<file path="src/rtl/hlf_pkg.sv">
// Shared types and constants for the header line folder.
package hlf_pkg;

  // Width of the line limit register and of the segment length field.
  localparam int unsigned LIMIT_W = 16;

  // Default line position width.
  localparam int unsigned POS_WIDTH_DEF = 16;

  // Reset value of the line limit register.
  localparam logic [LIMIT_W-1:0] LIMIT_RESET = 16'd78;

  // Characters of the fold sequence.
  localparam logic [7:0] CH_CR  = 8'h0D;
  localparam logic [7:0] CH_LF  = 8'h0A;
  localparam logic [7:0] CH_TAB = 8'h09;

  // Request codes of an input beat.
  typedef enum logic [1:0] {
    REQ_FOLDABLE = 2'd0,
    REQ_BLOCK    = 2'd1,
    REQ_CONSUME  = 2'd2,
    REQ_CLEAR    = 2'd3
  } req_type_t;

  // Configuration register indexes.
  typedef enum logic {
    CFG_LINE_LIMIT   = 1'b0,
    CFG_FOLD_WITH_CR = 1'b1
  } cfg_index_t;

  // Which result of an item the output stage is presenting.
  typedef enum logic [1:0] {
    PH_CR   = 2'd0,
    PH_LF   = 2'd1,
    PH_TAB  = 2'd2,
    PH_BYTE = 2'd3
  } phase_t;

  // Input beat payload.
  typedef struct packed {
    req_type_t         req_type;
    logic [7:0]        data_byte;
    logic              starts_segment;
    logic              prefold;
    logic [LIMIT_W-1:0] segment_length;
  } in_item_t;

  // Result beat payload.
  typedef struct packed {
    logic [7:0] out_byte;
    logic       is_fold_byte;
    logic       last_of_run;
  } out_item_t;

endpackage

</file>
<file path="src/rtl/header_line_folder_unit.sv">
// Top level of the header line folder: fold decision, line position and output stage.
//
// Usage:
//   The input channel (in_valid, in_stall, in_data) takes one request per beat:
//   a foldable text byte, an unbreakable block byte, a consume or a clear.
//   The result channel (out_valid, out_stall, out_data) returns the text byte,
//   preceded by a fold sequence (CR if enabled, LF, TAB) when the line is full.
//   Consume and clear beats only update the line position and give no result.
//   The first result of an item is valid in the cycle after the item is
//   accepted. Items flow at one item per cycle when no fold is inserted and
//   out_stall is low; a fold first sends LF TAB, or CR LF TAB, from the single
//   output register that sends one result beat per cycle while not stalled.
//   A new item is accepted in the same cycle that the last result of the
//   previous item is taken, so unfolded bytes stream without gaps.
//   When the receiver stalls, the result beat holds and in_stall rises until
//   the final result of the pending item leaves.
//   Reset (rst_n low at a clock edge) clears the line position and the output
//   stage, sets the line limit to 78 and selects LF-only folds.
//   The cfg_ port writes line_limit (index 0) or fold_with_cr (index 1); the
//   user writes it only while the block is idle, which the block does not enforce.
module header_line_folder_unit
  import hlf_pkg::*;
#(
  parameter int unsigned POS_WIDTH = POS_WIDTH_DEF
) (
  input  logic               clk,
  input  logic               rst_n,
  // Configuration port.
  input  logic               cfg_we,
  input  cfg_index_t         cfg_index,
  input  logic [LIMIT_W-1:0] cfg_wdata,
  // Input channel.
  input  logic               in_valid,
  output logic               in_stall,
  input  in_item_t           in_data,
  // Result channel.
  output logic               out_valid,
  input  logic               out_stall,
  output out_item_t          out_data
);

  // Compare width wide enough that position plus length never wraps.
  localparam int unsigned CW = ((POS_WIDTH > LIMIT_W) ? POS_WIDTH : LIMIT_W) + 1;
  localparam logic [POS_WIDTH-1:0] POS_MAX = {POS_WIDTH{1'b1}};

  logic [POS_WIDTH-1:0] pos_r, pos_nxt;
  logic [LIMIT_W-1:0]   limit_r;
  logic                 cr_r;
  logic                 busy_r, busy_nxt;
  phase_t               phase_r, phase_nxt;
  logic [7:0]           byte_r, byte_nxt;

  logic                 accept_in;
  logic                 take_out;
  logic                 last_beat;
  logic                 emits;
  logic                 fold;
  logic [CW-1:0]        pos_ext;
  logic [CW-1:0]        limit_ext;
  logic [CW-1:0]        sum_len;
  logic [POS_WIDTH-1:0] base_pos;
  logic [POS_WIDTH-1:0] inc_pos;
  logic [POS_WIDTH-1:0] sat_sum;
  phase_t               start_phase;

  // Handshake.
  assign take_out  = busy_r && !out_stall;
  assign last_beat = (phase_r == PH_BYTE);
  assign in_stall  = busy_r && !(take_out && last_beat);
  assign accept_in = in_valid && !in_stall;
  assign emits     = in_data.req_type inside {REQ_FOLDABLE, REQ_BLOCK};

  // Fold decision against the current line position.
  assign pos_ext   = CW'(pos_r);
  assign limit_ext = CW'(limit_r);
  assign sum_len   = pos_ext + CW'(in_data.segment_length);

  always_comb begin
    fold = 1'b0;
    case (in_data.req_type)
      REQ_FOLDABLE: begin
        fold = (pos_ext >= limit_ext) && (!in_data.starts_segment || in_data.prefold);
      end
      REQ_BLOCK: begin
        fold = in_data.starts_segment && in_data.prefold && (pos_r != '0) &&
               (sum_len > limit_ext);
      end
      default: begin
        fold = 1'b0;
      end
    endcase
  end

  // Position arithmetic, saturating at the top of the range.
  assign base_pos = fold ? POS_WIDTH'(1) : pos_r;
  assign inc_pos  = (base_pos == POS_MAX) ? base_pos : base_pos + POS_WIDTH'(1);
  assign sat_sum  = (sum_len > CW'(POS_MAX)) ? POS_MAX : sum_len[POS_WIDTH-1:0];

  always_comb begin
    pos_nxt = pos_r;
    if (accept_in) begin
      case (in_data.req_type)
        REQ_FOLDABLE, REQ_BLOCK: pos_nxt = inc_pos;
        REQ_CONSUME:             pos_nxt = sat_sum;
        REQ_CLEAR:               pos_nxt = '0;
        default:                 pos_nxt = pos_r;
      endcase
    end
  end

  // First result of a new item.
  always_comb begin
    if (!fold) begin
      start_phase = PH_BYTE;
    end else if (cr_r) begin
      start_phase = PH_CR;
    end else begin
      start_phase = PH_LF;
    end
  end

  // Output stage sequencing.
  always_comb begin
    busy_nxt  = busy_r;
    phase_nxt = phase_r;
    byte_nxt  = byte_r;
    if (accept_in && emits) begin
      busy_nxt  = 1'b1;
      phase_nxt = start_phase;
      byte_nxt  = in_data.data_byte;
    end else if (take_out) begin
      case (phase_r)
        PH_CR:   phase_nxt = PH_LF;
        PH_LF:   phase_nxt = PH_TAB;
        PH_TAB:  phase_nxt = PH_BYTE;
        PH_BYTE: busy_nxt  = 1'b0;
        default: phase_nxt = PH_BYTE;
      endcase
    end
  end

  // Result beat payload.
  always_comb begin
    out_data = '0;
    case (phase_r)
      PH_CR:   out_data.out_byte = CH_CR;
      PH_LF:   out_data.out_byte = CH_LF;
      PH_TAB:  out_data.out_byte = CH_TAB;
      PH_BYTE: out_data.out_byte = byte_r;
      default: out_data.out_byte = byte_r;
    endcase
    out_data.is_fold_byte = !last_beat;
    out_data.last_of_run  = last_beat;
  end

  assign out_valid = busy_r;

  // Control and configuration registers.
  always_ff @(posedge clk) begin
    if (!rst_n) begin
      pos_r   <= '0;
      limit_r <= LIMIT_RESET;
      cr_r    <= 1'b0;
      busy_r  <= 1'b0;
      phase_r <= PH_BYTE;
    end else begin
      pos_r   <= pos_nxt;
      busy_r  <= busy_nxt;
      phase_r <= phase_nxt;
      if (cfg_we) begin
        case (cfg_index)
          CFG_LINE_LIMIT:   limit_r <= cfg_wdata;
          CFG_FOLD_WITH_CR: cr_r    <= cfg_wdata[0];
          default:          limit_r <= limit_r;
        endcase
      end
    end
  end

  // Payload register.
  always_ff @(posedge clk) begin
    byte_r <= byte_nxt;
  end

endmodule
</file>
<file path="config.mk">
export PLATFORM = sky130hd
export DESIGN_NAME = header_line_folder_unit
export DESIGN_NICKNAME = d
export VERILOG_FILES = /design/src/rtl/hlf_pkg.sv /design/src/rtl/header_line_folder_unit.sv
export SDC_FILE = /design/constraint.sdc
export NUM_CORES = 1
export LEC_CHECK = 0
export BUFFER_PORTS_ARGS = -buffer_cell sky130_fd_sc_hd__clkbuf_2
export CAP_MARGIN = 20
export CORE_UTILIZATION = 54
export CTS_BUF_LIST = sky130_fd_sc_hd__clkbuf_4 sky130_fd_sc_hd__clkbuf_8
export DETAILED_ROUTE_END_ITERATION = 10
export GPL_ROUTABILITY_DRIVEN = 0
export GPL_TIMING_DRIVEN = 1
export PLACE_DENSITY = 0.8
export SETUP_SLACK_MARGIN = 0.02
export SLEW_MARGIN = 20
export SYNTH_ARGS = -nofsm -noshare
export SYNTH_HDL_FRONTEND = slang
export SYNTH_SLANG_ARGS = --single-unit
</file>
<file path="constraint.sdc">
create_clock -name clk -period 6.1 [get_ports clk]
set_input_delay 1.22 -clock clk [delete_from_list [all_inputs] [get_ports clk]]
set_output_delay 1.22 -clock clk [all_outputs]
set_load 0.02 [all_outputs]
</file>
Word-level counts from Yosys, hierarchy flattened
Cells that the tools add are included.

Reductions and logical operators: 27. Order comparisons: 3. Multiplexer cells: 14. Equality and inequality tests: 7. $add $sub $neg: 2. Bitwise operators: 1.

Operators by type and width (count): two-way mux 16 bit (3); case mux 16 bit (3 select lines) (1); case mux 8 bit (4 select lines) (1); adder 16 x 16 -> 17 bit (1); greater-than comparator 17 x 16 -> 1 bit (1); greater-than comparator 17 x 16 -> 1 bit, second input constant (1); adder 16 x 1 -> 16 bit, second input constant (1); equality test 16 bit, second input constant (1); greater-or-equal comparator 16 bit (1); nonzero test 16 bit (1); logical AND 1 bit (9); equality test 2 bit, second input constant (4); AND reduction 2 bit (4); two-way mux 2 bit (3); case mux 2 bit (3 select lines) (1); nonzero test 2 bit (3); logical NOT 1 bit (5); equality test 2 x 1 -> 1 bit, second input constant (2); logical NOT 2 bit (2); two-way mux 1 bit (4); nonzero test 4 bit (1); case mux 1 bit (2 select lines) (1); OR reduction 2 bit (1); logical OR 1 bit (1); inverter 1 bit (1).

Flip-flop bits (word level): 44. Output and inout port bits: 12. Word-level logic and storage cells: 60. Input port bits: 50.

Logic depth before layout (Yosys ltp)
Word-level depth: 10. Mapped depth: 27. Depth with buffers taken out: 25.

Least setup slack after synthesis
Ideal clock, no wire load.

Path kind: input-to-reg. From: in in_data[5] in the netlist's numbering. To: reg pos_r[3]. Path slack: 41 ps. Library setup time: 122 ps. Stages on the path: 24. Required time: 5978 ps. Data arrival time: 5937 ps. Path buffers: 1. Cell sequence: ha_1 o21ai_0 nor3_1 a211oi_1 nor3b_1 o21ai_0 nor2b_1 xnor2_1 ha_1 a21oi_1 o211ai_1 nor2_1 o211ai_1 a2bb2oi_1 o21ai_4 clkbuf_1 nor2_1 ha_1 nand4_1 or3_1 nor3_2 o211ai_1 nor3b_1 o311a_1.

Word-level cells in the longest chain between the ends: 8. Elaborated cells between the ends (all ways): 11. Those cells by class: add/sub: 2; order compare: 2; eq/ne: 1; mux: 5; reduce/logical: 1.

RTL lines: start, declared (RTL line header_line_folder_unit.sv:35) `input in_item_t in_data,`; adder 16 x 16 -> 17 bit (*) (RTL line header_line_folder_unit.sv:76) `assign sum_len = pos_ext + CW'(in_data.segment_length);`; greater-than comparator 17 x 16 -> 1 bit (RTL line header_line_folder_unit.sv:86) `(sum_len > limit_ext);`; logical AND 1 bit (RTL line header_line_folder_unit.sv:85) `fold = in_data.starts_segment && in_data.prefold && (pos_r != '0) &&`; case mux 1 bit (2 select lines) (RTL line header_line_folder_unit.sv:80) `case (in_data.req_type)`; two-way mux 16 bit (RTL line header_line_folder_unit.sv:95) `assign base_pos = fold ? POS_WIDTH'(1) : pos_r;`; adder 16 x 1 -> 16 bit or equality test 16 bit (tied branches) (RTL line header_line_folder_unit.sv:96) `assign inc_pos = (base_pos == POS_MAX) ? base_pos : base_pos + POS_WIDTH'(1);`; two-way mux 16 bit (RTL line header_line_folder_unit.sv:96); case mux 16 bit (3 select lines) (*) (RTL line header_line_folder_unit.sv:102) `case (in_data.req_type)`; end signal, assigned (RTL line header_line_folder_unit.sv:167) `pos_r <= pos_nxt;`; end, declared (RTL line header_line_folder_unit.sv:46) `logic [POS_WIDTH-1:0] pos_r, pos_nxt;`.

Every way passes the cells marked *; elsewhere a longest branch is shown, timed or not. A chain may end at the register's enable or synchronous reset.

Final worst setup path
From: in in_data[6] in the netlist's numbering. To: reg pos_r[9].

The elaborated chain is that of the path after synthesis.

==> impl_metrics.tcl <==
set metrics [dict create \
    synth_ff_type "dfxtp_1" \
    drt_wl_total_um 11400 \
    die_height_um 87.4 \
    drtIter0Drc 405 \
    cts_max_level 2 \
    overflow 0 \
    cts.sinks 44 \
    grt_max_degree 33 \
    worstMarginPinSlew_ns 0.762 \
    synth-edff-count 8 \
    numPortBuffers 61 \
    setup_viol 0 \
    avgSynthCellArea_um2 7.88 \
    hold-path-cell-count 2 \
    hpwl_um 8690 \
    track_usage_pct 30.8 \
    via_per_inst 6.32 \
    min_from "limit_r[15]" \
    status "completed" \
    fp.dieW_um 87.4 \
    clock_latency_ns 0.31 \
    cts_root_buf "clkbuf_8" \
    ir_drop_v 0.000121 \
    final_util_pct 67.0 \
    clk_pin_slew_ns 0.09 \
    slew-limit-headroom_pct 49.2 \
    ant_nets 0 \
    netlist_area_mm2 0.00394 \
    synth.area.top_cells "dfxtp_1 (18%), ha_1 (17%), edfxtp_1 (6.1%)" \
    grt_pass1_wl_um 18100 \
    syn_nets 605 \
    ys_seq_area_share_pct 24.4 \
    p_leak_uw 0.00206 \
    finalPower_uw 883 \
    avgRoutedWirePerCell_um 17.0 \
    vias 4229 \
    rows 30 \
    rsz0062_at_grt "false" \
    core_mm2 0.00691 \
    yosysMostFrequentCell "nand2_1" \
    max_freq_mhz 171 \
    r2r_cells 27 \
    slew_violations 0 \
    initial_core_util_pct 57.0 \
    r2r_setup_slack_ns 0.56 \
    hold_class "reg -> reg" \
    io_pins 62 \
    timing.hold.ws_ns 0.461 \
    yosys.area.top_type "dfxtp_1" \
    drv_cap 0 \
    synth_top_area_share_pct 18.3 \
    async_flop_share_pct 0 \
    yosysWarnings 0 \
    nets 677 \
    crit_arrival_ns 6.09 \
    place_area_mm2 0.00446 \
    synth_cells 500 \
    syn2layout_area_growth_pct 17.4 \
    period_needed_ns 5.86 \
    crit_path_start "in_data[6]" \
    crit_type "in -> reg" \
    yosysUniqueCellTypes 60 \
    hold_violations 0 \
    cts_tree "done" \
    cp-end-kind "register" \
    cts_buffer_depth 2 \
    critPathMaxFanout 4 \
    final_area_mm2 0.00462 \
    insertedDiodeCount 0 \
    post_cts_buffers 0 \
    antenna_found_initial 0 \
    synthTopCellsByCount "nand2_1 (57), ha_1 (54), a21oi_1 (42), dfxtp_1 (36)" \
    grt_pass1_vias 3935 \
    dr.pass1.iters 5 \
    finalCritPeriodShare_pct 96.1 \
    startpoint_type "primary input" \
    synth-seq-cells 44 \
    clock_skew_ns 0.00476 \
    fp.dieArea_mm2 0.00764 \
    crit_required_ns 6.33 \
    drive_above_1_share_pct 19.4 \
    rr_startpoint "pos_r[5]" \
    p_per_area_mw_per_mm2 191 \
    drc 0 \
    cts_buffers 5 \
]
## layout make-up
cell class / instances / area, µm²
Clock buffer: 5 / 68.8
Clock inverter: 3 / 46.3
Fill cell: 603 / 2280
Inverter: 31 / 116
Multi-Input combinational cell: 407 / 2840
Sequential cell: 44 / 961
Tap cell: 96 / 120
Timing Repair Buffer: 83 / 470
## path summary, 6_finish.rpt
| kind | end |
|---|---|
| hold reg to reg | limit_r[15] |
| hold / removal | limit_r[15] |
| setup / recovery | pos_r[9] |
| setup reg to reg | pos_r[9] |
## power breakdown
group | switching (µW) | internal, µW | leakage (µW)
Clock | 116 | 124 | 0.0000548
Combinational | 179 | 131 | 0.00164
Sequential | 22.2 | 312 | 0.000369
## state kept, by name (all words and copies together) (netlist names)
| name | cells |
|---|---|
| limit_r | 16 |
| pos_r | 16 |
| byte_r | 8 |
| phase_r | 2 |
| cr_r | 1 |
| out_valid | 1 |
## worst max-delay path, cell delays in order
cell,delay (ns)
clkbuf_2,0.09
ha_1,0.33
o21ai_0,0.10
buf_4,0.16
nor3_4,0.22
a211oi_2,0.10
buf_4,0.15
nor3b_1,0.21
o21ai_1,0.11
nor2b_1,0.15
xnor2_1,0.14
ha_1,0.33
a21oi_2,0.17
o211ai_1,0.10
nor2_1,0.13
o211ai_1,0.11
a2bb2oi_1,0.20
buf_4,0.16
o21ai_4,0.06
nor2_1,0.13
ha_1,0.19
nand4_1,0.14
or3_1,0.46
nor2_1,0.18
a211oi_1,0.12
nand3_1,0.13
or4b_1,0.44
o221ai_1,0.08
## cells in the final DEF, fill, tap and decap left out, types with 4 or more instances in the layout
master    count
a211oi_1      8
a21o_1        4
a21oi_1      41
a221o_1       4
and2_1        7
and3_1        8
buf_4        22
clkbuf_2     61
clkbuf_8      5
dfxtp_1      36
edfxtp_1      8
ha_1         52
inv_1        31
nand2_1      57
nand2b_1      6
nand3_1      25
nand4_1       7
nor2_1       32
nor2b_1       6
nor3_1       10
nor4_1        5
o211ai_1     13
o21a_1        6
o21ai_0      28
o31a_1        4
o31ai_1       6
xnor2_1       8
xor2_1        4
## what timing repair did
item	4_1_cts	5_1_grt
hold buffers	0	0
endpoints found under the setup margin	4	14
resized for setup	1	14
pin swaps	0	1
## metrics by stage
stage | cells | TNS (ns) | setup slack, ns
3_5_place_dp | 661 | -2.47 | -0.285
2_1_floorplan | 500 | 0 | 0.0411
6_report | 669 | 0 | 0.240
3_3_place_gp | 661 | -0.419 | -0.0881
5_1_grt | 669 | 0 | 0.0239
4_1_cts | 669 | 0 | 0.0462
## layer usage
metal  GRT usage [%]  vias to the layer above  wire, µm
li1                -                     2000         -
met1            37.9                     1947      4570
met2            53.4                      226      5380
met3            4.83                       56       983
met4            12.5                        0       434
met5               0                        -         0
## kinds of logic after synthesis
| kind of cell | synth area share, % |
|---|---|
| buf+inv | 4.79 |
| xor+xnor | 2.67 |
| fa+ha+maj | 17.7 |
| simple gates | 24.0 |
| mux | 0.762 |
| compound gates | 25.7 |
| flops | 24.4 |
No activity file was read; power rests on OpenSTA's default activity.
